$ cat config.mk
export PLATFORM = sky130hd
export DESIGN_NAME = signed_integer_to_radix_ascii_flat
export DESIGN_NICKNAME = d
export VERILOG_FILES = /design/src/sira_pkg.sv /design/src/sira_if.sv /design/src/signed_integer_to_radix_ascii.sv /design/src/sira_front.sv /design/src/sira_queue.sv /design/src/sira_back.sv /design/src/flat_wrapper.sv
export SDC_FILE = /design/constraint.sdc
export NUM_CORES = 1
export LEC_CHECK = 0
export ABC_CLOCK_PERIOD_IN_PS = 18200
export BUFFER_PORTS_ARGS = -buffer_cell sky130_fd_sc_hd__buf_2
export CAP_MARGIN = 0
export CORE_ASPECT_RATIO = 0.5
export CORE_MARGIN = 2
export CORE_UTILIZATION = 60
export DETAILED_ROUTE_END_ITERATION = 12
export GPL_TIMING_DRIVEN = 0
export HOLD_SLACK_MARGIN = 0.15
export PLACE_DENSITY = 0.88
export SLEW_MARGIN = 20
export SYNTH_ARGS = -nofsm -noshare
export SYNTH_HDL_FRONTEND = slang
export SYNTH_HIERARCHICAL = 1
export SYNTH_SLANG_ARGS = --single-unit
$ cat constraint.sdc
create_clock -name i_clk -period 18.2 [get_ports i_clk]
set_clock_uncertainty 0.05 [all_clocks]
set_input_delay 1.82 -clock i_clk [delete_from_list [all_inputs] [get_ports i_clk]]
set_output_delay 1.82 -clock i_clk [all_outputs]
set_load 0.005 [all_outputs]
$ cat src/sira_pkg.sv
`timescale 1ns / 1ps
// Shared constants, job type and digit-to-ASCII mapping for the radix text converter.
// No dependencies.
package sira_pkg;

    localparam int VALUE_WIDTH = 32;
    localparam int RADIX_W     = 6;
    localparam int CHAR_W      = 7;
    localparam int STORE_DEPTH = VALUE_WIDTH + 1;
    localparam int IDX_W       = $clog2(STORE_DEPTH);

    // divider: quotient bits resolved per clock
    localparam int DIV_STEPS   = 4;
    localparam int DIV_W       = ((VALUE_WIDTH + DIV_STEPS - 1) / DIV_STEPS) * DIV_STEPS;
    localparam int DIV_CYCLES  = DIV_W / DIV_STEPS;
    localparam int DCNT_W      = (DIV_CYCLES > 1) ? $clog2(DIV_CYCLES) : 1;

    localparam logic [RADIX_W-1:0] RADIX_MIN  = RADIX_W'(2);
    localparam logic [RADIX_W-1:0] RADIX_MAX  = RADIX_W'(36);
    localparam logic [CHAR_W-1:0]  CHAR_MINUS = CHAR_W'(8'h2D);
    localparam logic [CHAR_W-1:0]  CHAR_ZERO  = CHAR_W'(8'h30);
    localparam logic [CHAR_W-1:0]  CHAR_ALPHA = CHAR_W'(8'h37); // 'A' - 10

    // classified number handed from front to back
    typedef struct packed {
        logic [VALUE_WIDTH-1:0] mag;
        logic [RADIX_W-1:0]     radix;
        logic                   neg;
    } t_job;

    // digit value 0-35 to '0'-'9', 'A'-'Z'
    function automatic logic [CHAR_W-1:0] digit_char(input logic [RADIX_W-1:0] d);
        logic [CHAR_W-1:0] c;
        if (d < RADIX_W'(10)) begin
            c = CHAR_ZERO + CHAR_W'(d);
        end else if (d < RADIX_MAX) begin
            c = CHAR_ALPHA + CHAR_W'(d);
        end else begin
            c = CHAR_ZERO;
        end
        return c;
    endfunction

endpackage

$ cat src/sira_if.sv
`timescale 1ns / 1ps
// Valid/ready channel interfaces: number input and character output.
// Depends on sira_pkg.
interface sira_in_if;
    import sira_pkg::*;
    logic                   valid;
    logic                   ready;
    logic [VALUE_WIDTH-1:0] value;
    logic [RADIX_W-1:0]     radix;

    modport source (output valid, output value, output radix, input ready);
    modport sink   (input valid, input value, input radix, output ready);
endinterface

interface sira_out_if;
    import sira_pkg::*;
    logic              valid;
    logic              ready;
    logic [CHAR_W-1:0] text_char;
    logic              last_char;

    modport source (output valid, output text_char, output last_char, input ready);
    modport sink   (input valid, input text_char, input last_char, output ready);
endinterface

$ cat src/signed_integer_to_radix_ascii.sv
`timescale 1ns / 1ps
// Top level of the signed integer to radix text converter.
// Depends on sira_pkg, sira_if, sira_front, sira_queue, sira_back.

// Converts a signed 32-bit two's complement value into its text in base 2 to 36
// (radix outside that range is clamped), one uppercase ASCII character per
// output transfer, most significant digit first, with a leading '-' for
// negative values and last_char set on the final digit; zero gives "0" and the
// most negative value is converted exactly. The front end takes a number
// whenever its two-entry queue has room. The back end handles one number at a
// time: it takes the job in the idle state, runs the divider once per digit
// (4 quotient bits per cycle), passes through the sign step for every number
// (the '-' goes out in it when present), then sends each digit through a read
// state for the registered digit store read and a send state, and it waits in
// the sign and send steps while the output is stalled.
module signed_integer_to_radix_ascii (
    input  logic       i_clk,
    input  logic       i_rst_n,
    sira_in_if.sink    i_in,
    sira_out_if.source o_out
);
    import sira_pkg::*;

    logic w_push;
    logic w_full;
    logic w_job_valid;
    logic w_pop;
    t_job w_front_job;
    t_job w_back_job;

    sira_front u_front (
        .i_in   (i_in),
        .i_full (w_full),
        .o_push (w_push),
        .o_job  (w_front_job)
    );

    sira_queue u_queue (
        .i_clk   (i_clk),
        .i_rst_n (i_rst_n),
        .i_push  (w_push),
        .i_job   (w_front_job),
        .o_full  (w_full),
        .o_valid (w_job_valid),
        .o_job   (w_back_job),
        .i_pop   (w_pop)
    );

    sira_back u_back (
        .i_clk       (i_clk),
        .i_rst_n     (i_rst_n),
        .i_job_valid (w_job_valid),
        .i_job       (w_back_job),
        .o_pop       (w_pop),
        .o_out       (o_out)
    );

endmodule

$ cat src/sira_front.sv
`timescale 1ns / 1ps
// Front end: accepts numbers, clamps the radix, splits sign and magnitude.
// Depends on sira_pkg and sira_in_if.
module sira_front (
    sira_in_if.sink          i_in,
    input  logic             i_full,
    output logic             o_push,
    output sira_pkg::t_job   o_job
);
    import sira_pkg::*;

    logic [VALUE_WIDTH-1:0] w_neg_val;

    // transfer whenever the queue has room
    assign i_in.ready = !i_full;
    assign o_push     = i_in.valid && !i_full;

    // magnitude; the most negative value negates to 2^(W-1), exact as unsigned
    assign w_neg_val  = ~i_in.value + VALUE_WIDTH'(1);
    assign o_job.neg  = i_in.value[VALUE_WIDTH-1];
    assign o_job.mag  = i_in.value[VALUE_WIDTH-1] ? w_neg_val : i_in.value;

    // saturate radix to 2..36
    always_comb begin
        if (i_in.radix < RADIX_MIN) begin
            o_job.radix = RADIX_MIN;
        end else if (i_in.radix > RADIX_MAX) begin
            o_job.radix = RADIX_MAX;
        end else begin
            o_job.radix = i_in.radix;
        end
    end

endmodule

$ cat src/sira_queue.sv
`timescale 1ns / 1ps
// Two-entry job queue between front and back end.
// Depends on sira_pkg.
module sira_queue (
    input  logic           i_clk,
    input  logic           i_rst_n,
    input  logic           i_push,
    input  sira_pkg::t_job i_job,
    output logic           o_full,
    output logic           o_valid,
    output sira_pkg::t_job o_job,
    input  logic           i_pop
);
    import sira_pkg::*;

    t_job       r_slot [2];
    logic       r_wr;
    logic       r_rd;
    logic [1:0] r_cnt;

    assign o_full  = (r_cnt == 2'd2);
    assign o_valid = (r_cnt != 2'd0);
    assign o_job   = r_slot[r_rd];

    // pointers and fill level
    always_ff @(posedge i_clk) begin
        if (!i_rst_n) begin
            r_wr  <= 1'b0;
            r_rd  <= 1'b0;
            r_cnt <= 2'd0;
        end else begin
            if (i_push) begin
                r_wr <= !r_wr;
            end
            if (i_pop) begin
                r_rd <= !r_rd;
            end
            case ({i_push, i_pop})
                2'b10:   r_cnt <= r_cnt + 2'd1;
                2'b01:   r_cnt <= r_cnt - 2'd1;
                default: r_cnt <= r_cnt;
            endcase
        end
    end

    // storage
    always_ff @(posedge i_clk) begin
        if (i_push) begin
            r_slot[r_wr] <= i_job;
        end
    end

endmodule

$ cat src/sira_back.sv
`timescale 1ns / 1ps
// Back end: iterative divider producing digits into a small store, then
// emits sign and digits most significant first through an output register.
// Depends on sira_pkg and sira_out_if.
module sira_back (
    input  logic           i_clk,
    input  logic           i_rst_n,
    input  logic           i_job_valid,
    input  sira_pkg::t_job i_job,
    output logic           o_pop,
    sira_out_if.source     o_out
);
    import sira_pkg::*;

    localparam logic [2:0] S_IDLE = 3'd0;
    localparam logic [2:0] S_DIV  = 3'd1;
    localparam logic [2:0] S_SIGN = 3'd2;
    localparam logic [2:0] S_READ = 3'd3;
    localparam logic [2:0] S_SEND = 3'd4;

    logic [2:0]         r_state, n_state;
    logic [DIV_W-1:0]   r_work,  n_work;
    logic [RADIX_W-1:0] r_rem,   n_rem;
    logic [RADIX_W-1:0] r_radix, n_radix;
    logic               r_neg,   n_neg;
    logic [DCNT_W-1:0]  r_dcnt,  n_dcnt;
    logic [IDX_W-1:0]   r_idx,   n_idx;

    logic               r_out_valid, n_out_valid;
    logic [CHAR_W-1:0]  r_out_char,  n_out_char;
    logic               r_out_last,  n_out_last;

    logic [RADIX_W-1:0] r_store [STORE_DEPTH];
    logic [RADIX_W-1:0] r_rd_data;
    logic               w_we;

    logic [RADIX_W-1:0] s_rem;
    logic [DIV_W-1:0]   s_work;
    logic [RADIX_W:0]   s_cat;
    logic               w_out_free;

    assign o_out.valid     = r_out_valid;
    assign o_out.text_char = r_out_char;
    assign o_out.last_char = r_out_last;
    assign w_out_free      = !r_out_valid || o_out.ready;

    // restoring division, DIV_STEPS quotient bits per clock
    always_comb begin
        s_rem  = r_rem;
        s_work = r_work;
        s_cat  = '0;
        for (int k = 0; k < DIV_STEPS; k++) begin
            s_cat  = {s_rem, s_work[DIV_W-1]};
            s_work = {s_work[DIV_W-2:0], 1'b0};
            if (s_cat >= {1'b0, r_radix}) begin
                s_rem     = RADIX_W'(s_cat - {1'b0, r_radix});
                s_work[0] = 1'b1;
            end else begin
                s_rem = s_cat[RADIX_W-1:0];
            end
        end
    end

    // sequencer
    always_comb begin
        n_state     = r_state;
        n_work      = r_work;
        n_rem       = r_rem;
        n_radix     = r_radix;
        n_neg       = r_neg;
        n_dcnt      = r_dcnt;
        n_idx       = r_idx;
        n_out_valid = r_out_valid && !o_out.ready;
        n_out_char  = r_out_char;
        n_out_last  = r_out_last;
        o_pop       = 1'b0;
        w_we        = 1'b0;
        case (r_state)
            S_IDLE: begin
                if (i_job_valid) begin
                    o_pop   = 1'b1;
                    n_work  = DIV_W'(i_job.mag);
                    n_radix = i_job.radix;
                    n_neg   = i_job.neg;
                    n_rem   = '0;
                    n_dcnt  = '0;
                    n_idx   = '0;
                    n_state = S_DIV;
                end
            end
            S_DIV: begin
                n_work = s_work;
                n_rem  = s_rem;
                n_dcnt = r_dcnt + DCNT_W'(1);
                if (r_dcnt == DCNT_W'(DIV_CYCLES - 1)) begin
                    // one digit done: store remainder, continue on quotient
                    w_we   = 1'b1;
                    n_rem  = '0;
                    n_dcnt = '0;
                    if (s_work == '0) begin
                        n_state = S_SIGN;
                    end else begin
                        n_idx = r_idx + IDX_W'(1);
                    end
                end
            end
            S_SIGN: begin
                if (!r_neg) begin
                    n_state = S_READ;
                end else if (w_out_free) begin
                    n_out_valid = 1'b1;
                    n_out_char  = CHAR_MINUS;
                    n_out_last  = 1'b0;
                    n_state     = S_READ;
                end
            end
            S_READ: begin
                n_state = S_SEND;
            end
            S_SEND: begin
                if (w_out_free) begin
                    n_out_valid = 1'b1;
                    n_out_char  = digit_char(r_rd_data);
                    n_out_last  = (r_idx == '0);
                    if (r_idx == '0) begin
                        n_state = S_IDLE;
                    end else begin
                        n_idx   = r_idx - IDX_W'(1);
                        n_state = S_READ;
                    end
                end
            end
            default: begin
                n_state = S_IDLE;
            end
        endcase
    end

    // control registers
    always_ff @(posedge i_clk) begin
        if (!i_rst_n) begin
            r_state     <= S_IDLE;
            r_out_valid <= 1'b0;
        end else begin
            r_state     <= n_state;
            r_out_valid <= n_out_valid;
        end
    end

    // datapath registers
    always_ff @(posedge i_clk) begin
        r_work     <= n_work;
        r_rem      <= n_rem;
        r_radix    <= n_radix;
        r_neg      <= n_neg;
        r_dcnt     <= n_dcnt;
        r_idx      <= n_idx;
        r_out_char <= n_out_char;
        r_out_last <= n_out_last;
    end

    // digit store, least significant digit at index 0
    always_ff @(posedge i_clk) begin
        if (w_we) begin
            r_store[r_idx] <= s_rem;
        end
        r_rd_data <= r_store[r_idx];
    end

endmodule
$ cat src/flat_wrapper.sv
// flat-port wrapper written by rule: the top's interface ports become plain ports
module signed_integer_to_radix_ascii_flat import sira_pkg::*;
  (i_clk, i_rst_n, i_in_valid, i_in_value, i_in_radix, i_in_ready, o_out_valid, o_out_text_char, o_out_last_char, o_out_ready);
  sira_in_if i_in_i ();
  sira_out_if o_out_i ();
  input  logic i_clk;
  input  logic i_rst_n;
  input wire logic [$bits(i_in_i.valid)-1:0] i_in_valid;
  input wire logic [$bits(i_in_i.value)-1:0] i_in_value;
  input wire logic [$bits(i_in_i.radix)-1:0] i_in_radix;
  output wire logic [$bits(i_in_i.ready)-1:0] i_in_ready;
  output wire logic [$bits(o_out_i.valid)-1:0] o_out_valid;
  output wire logic [$bits(o_out_i.text_char)-1:0] o_out_text_char;
  output wire logic [$bits(o_out_i.last_char)-1:0] o_out_last_char;
  input wire logic [$bits(o_out_i.ready)-1:0] o_out_ready;
  assign i_in_i.valid = i_in_valid;
  assign i_in_i.value = i_in_value;
  assign i_in_i.radix = i_in_radix;
  assign i_in_ready = i_in_i.ready;
  assign o_out_valid = o_out_i.valid;
  assign o_out_text_char = o_out_i.text_char;
  assign o_out_last_char = o_out_i.last_char;
  assign o_out_i.ready = o_out_ready;
  signed_integer_to_radix_ascii u_core (.i_clk(i_clk), .i_rst_n(i_rst_n), .i_in(i_in_i), .o_out(o_out_i));
endmodule
==> flow_metrics.tcl <==
set metrics [dict create \
    outcome "completed" \
    r2r-start "u_core/u_back/r_radix[5]" \
    max_freq_mhz 99.2 \
    via_per_inst 6.70 \
    rrSetupSlack_ns 8.12 \
    drtIter0Drc 1599 \
    min_path_cells 2 \
    ys_seq_elements 353 \
    dp_hpwl_mm 25.2 \
    startpoint "u_core/u_back/r_radix[5]" \
    fp.dieArea_mm2 0.0279 \
    drive_gt1_frac 0.146 \
    htreeDepth 1 \
    firstDrtPassIters 7 \
    port_buffers 51 \
    fin_crit_sh 0.554 \
    min_from "u_core/u_back/r_store[32][5]" \
    worstMarginPinSlew_ns 1.18 \
    min_path_type "flop to flop" \
    synthXorXnorAreaFrac 0.0243 \
    ys_top_cells_by_area "edfxtp_1 64%, a22oi_1 3.5%, nand2_1 3.4%, mux2_2 3.1%, ha_1 2.8%" \
    fin_crit_ns 10.08 \
    synthToLayoutAreaGrowth_pct 11.8 \
    synth-main-ff-cell "edfxtp_1" \
    gp_congestion 0.921 \
    drc 0 \
    setup_ws_ns 8.12 \
    drt-total-wl_mm 38.8 \
    io_pins 52 \
    hold_buffers 0 \
    synth_top_family_by_area "compound AO/OA/AOI/OAI gates" \
    synth_top_area_cell "edfxtp_1" \
    rsz0062_at_grt "false" \
    synth_warnings 6 \
    clock_latency_ns 0.57 \
    yosys.area_share.simple 0.108 \
    cp_slowest_stage_delay_ns 0.91 \
    yosysMostFrequentCell "edfxtp_1" \
    grt_antenna_before_repair 0 \
    grt-ovfl-total 0 \
    cp-start-kind "flop" \
    die_y_um 119 \
    synthMuxAreaShare 0.0387 \
    grt_max_degree 42 \
    clockRootBuffer "clkbuf_16" \
    worst-setup-path-type "flop to flop" \
    cts_setup_buffers 0 \
    syn_area_mm2 0.0159 \
    syn-num-nets 1271 \
    synth_common_cells "338 x edfxtp_1, 146 x nand2_1, 75 x a22oi_1, 75 x nor2_1, 44 x mux2_2" \
    clock_sinks 353 \
    critPathMaxFanout 33 \
    cp.required_ns 18.33 \
    diodes 0 \
    wl_per_cell_um 23.5 \
    maxCapViolCount 0 \
    vias 11100 \
    ant_nets 0 \
    slew_headroom 0.209 \
    synth_area_per_cell_um2 13.4 \
    ys_seq_area_frac 0.658 \
    r2r-end "u_core/u_back/r_store[19][1]" \
    synth_fa_ha_area_frac 0.0353 \
    postCtsResizedCells 0 \
    dieWidth_um 234 \
    arrival_ns 10.21 \
    synth_compound_area_frac 0.113 \
    cp_common_cell "ha_1" \
    cts_tree "built" \
    cts.clk_slew.worst_paths_ns 0.07 \
    r2r_cells 29 \
    hold_viol_final 0 \
    synth_cell_type_count 82 \
    grt_pass1_wl_mm 59.9 \
    cts_buffers 31 \
    start_util 0.606 \
    rows 42 \
    async_flop_share 0 \
    synth_edf_count 338 \
    setup_tns_ns 0 \
    finalSetupViolCount 0 \
    syn-instance-count 1188 \
    endpoint_kind "flop" \
    synth_top_area_share 0.639 \
    grt_pass1_vias 10800 \
    final_nets 1357 \
    clk_path_buf_depth 3 \
    slowest_stage "nand2_1" \
    post-place-ws_ns 8.32 \
    grtUsageTotal 0.280 \
    core_mm2 0.0262 \
    drv_slew 0 \
    hold_path_end "u_core/u_back/r_rd_data[5]" \
]
cell families (layout without fill, tap and decap cells):
family                   after synthesis  count (layout)
AO/OA/AOI/OAI                        246             246
AND/OR/NAND/NOR                      357             357
adder cells (fa/ha/maj)               42              42
XOR/XNOR                              44              44
flip-flops                           353             353
multiplexers                          54              54
buffers and inverters                 92             202
routing by layer:
metal | up-vias | track usage | share of wire
met5 | - | 0 | 0
met4 | 0 | 0.103 | 0.044
met3 | 192 | 0.0524 | 0.12
met2 | 874 | 0.466 | 0.48
met1 | 5266 | 0.370 | 0.36
li1 | 4728 | - | -
critical path: cells and delay by family (launching register included):
family          cells  cell delay [ns]
buf+inv             3             0.50
simple gates        7             2.86
mux                 3             1.20
flops               1             0.35
compound gates     12             3.53
fa+ha+maj           4             1.23
how the worst max path moves through the flow:
stage,to,cells after the start,slack (ns)
global route,u_core/u_back/r_store[16][1],29,7.63
finish,u_core/u_back/r_store[19][1],29,8.12
CTS,u_core/u_back/r_store[4][3],29,8.26
detailed placement,u_core/u_back/r_store[8][3],29,8.32
floorplan,u_core/u_back/r_store[0][0],30,9.91
global placement,u_core/u_back/r_store[12][0],29,7.72
area by class of cell:
| class | instances | area [um^2] |
|---|---|---|
| flip-flops and latches | 353 | 10500 |
| fillers | 1598 | 8450 |
| multi-input cells | 743 | 5100 |
| clock buffers | 32 | 779 |
| well taps | 352 | 440 |
| clock inverters | 25 | 323 |
| repair buffers | 53 | 295 |
| plain buffers | 49 | 216 |
| inverters | 43 | 161 |
placed cells by master, fill, tap and decap left out, types with 24 or more instances in the layout:
cell,n
a21oi_1,30
buf_2,53
ha_1,36
nor2_1,73
nand4_1,24
clkbuf_1,41
nand2_1,145
clkbuf_16,31
a22oi_1,75
edfxtp_1,338
inv_1,42
o21ai_0,39
xnor2_1,37
mux2_2,44
flip-flops by register name, indices dropped and copies added (netlist names), 6 cells and up, named ones only:
name / count
u_core/u_back/r_rd_data: 6
u_core/u_back/r_idx: 6
u_core/u_back/r_work: 32
u_core/u_back/r_store: 198
u_core/u_queue/r_slot: 78
u_core/u_back/o_out.text_char: 7
u_core/u_back/r_radix: 6
u_core/u_back/r_rem: 6
metrics by stage:
step                hold WS [ns]  cells  instance area [um^2]  utilization
finish                     0.446   1650                 17800        0.678
global route               0.461   1650                 17800        0.678
CTS                        0.448   1650                 17800        0.677
detailed placement         0.434   1593                 16700        0.635
global placement           0.416   1591                 16600        0.633
floorplan                  0.381   1188                 15900            -
Power is left out: the tool's default activity adds up to more than one toggle a clock period on the data nets, which glitch-free logic cannot reach.
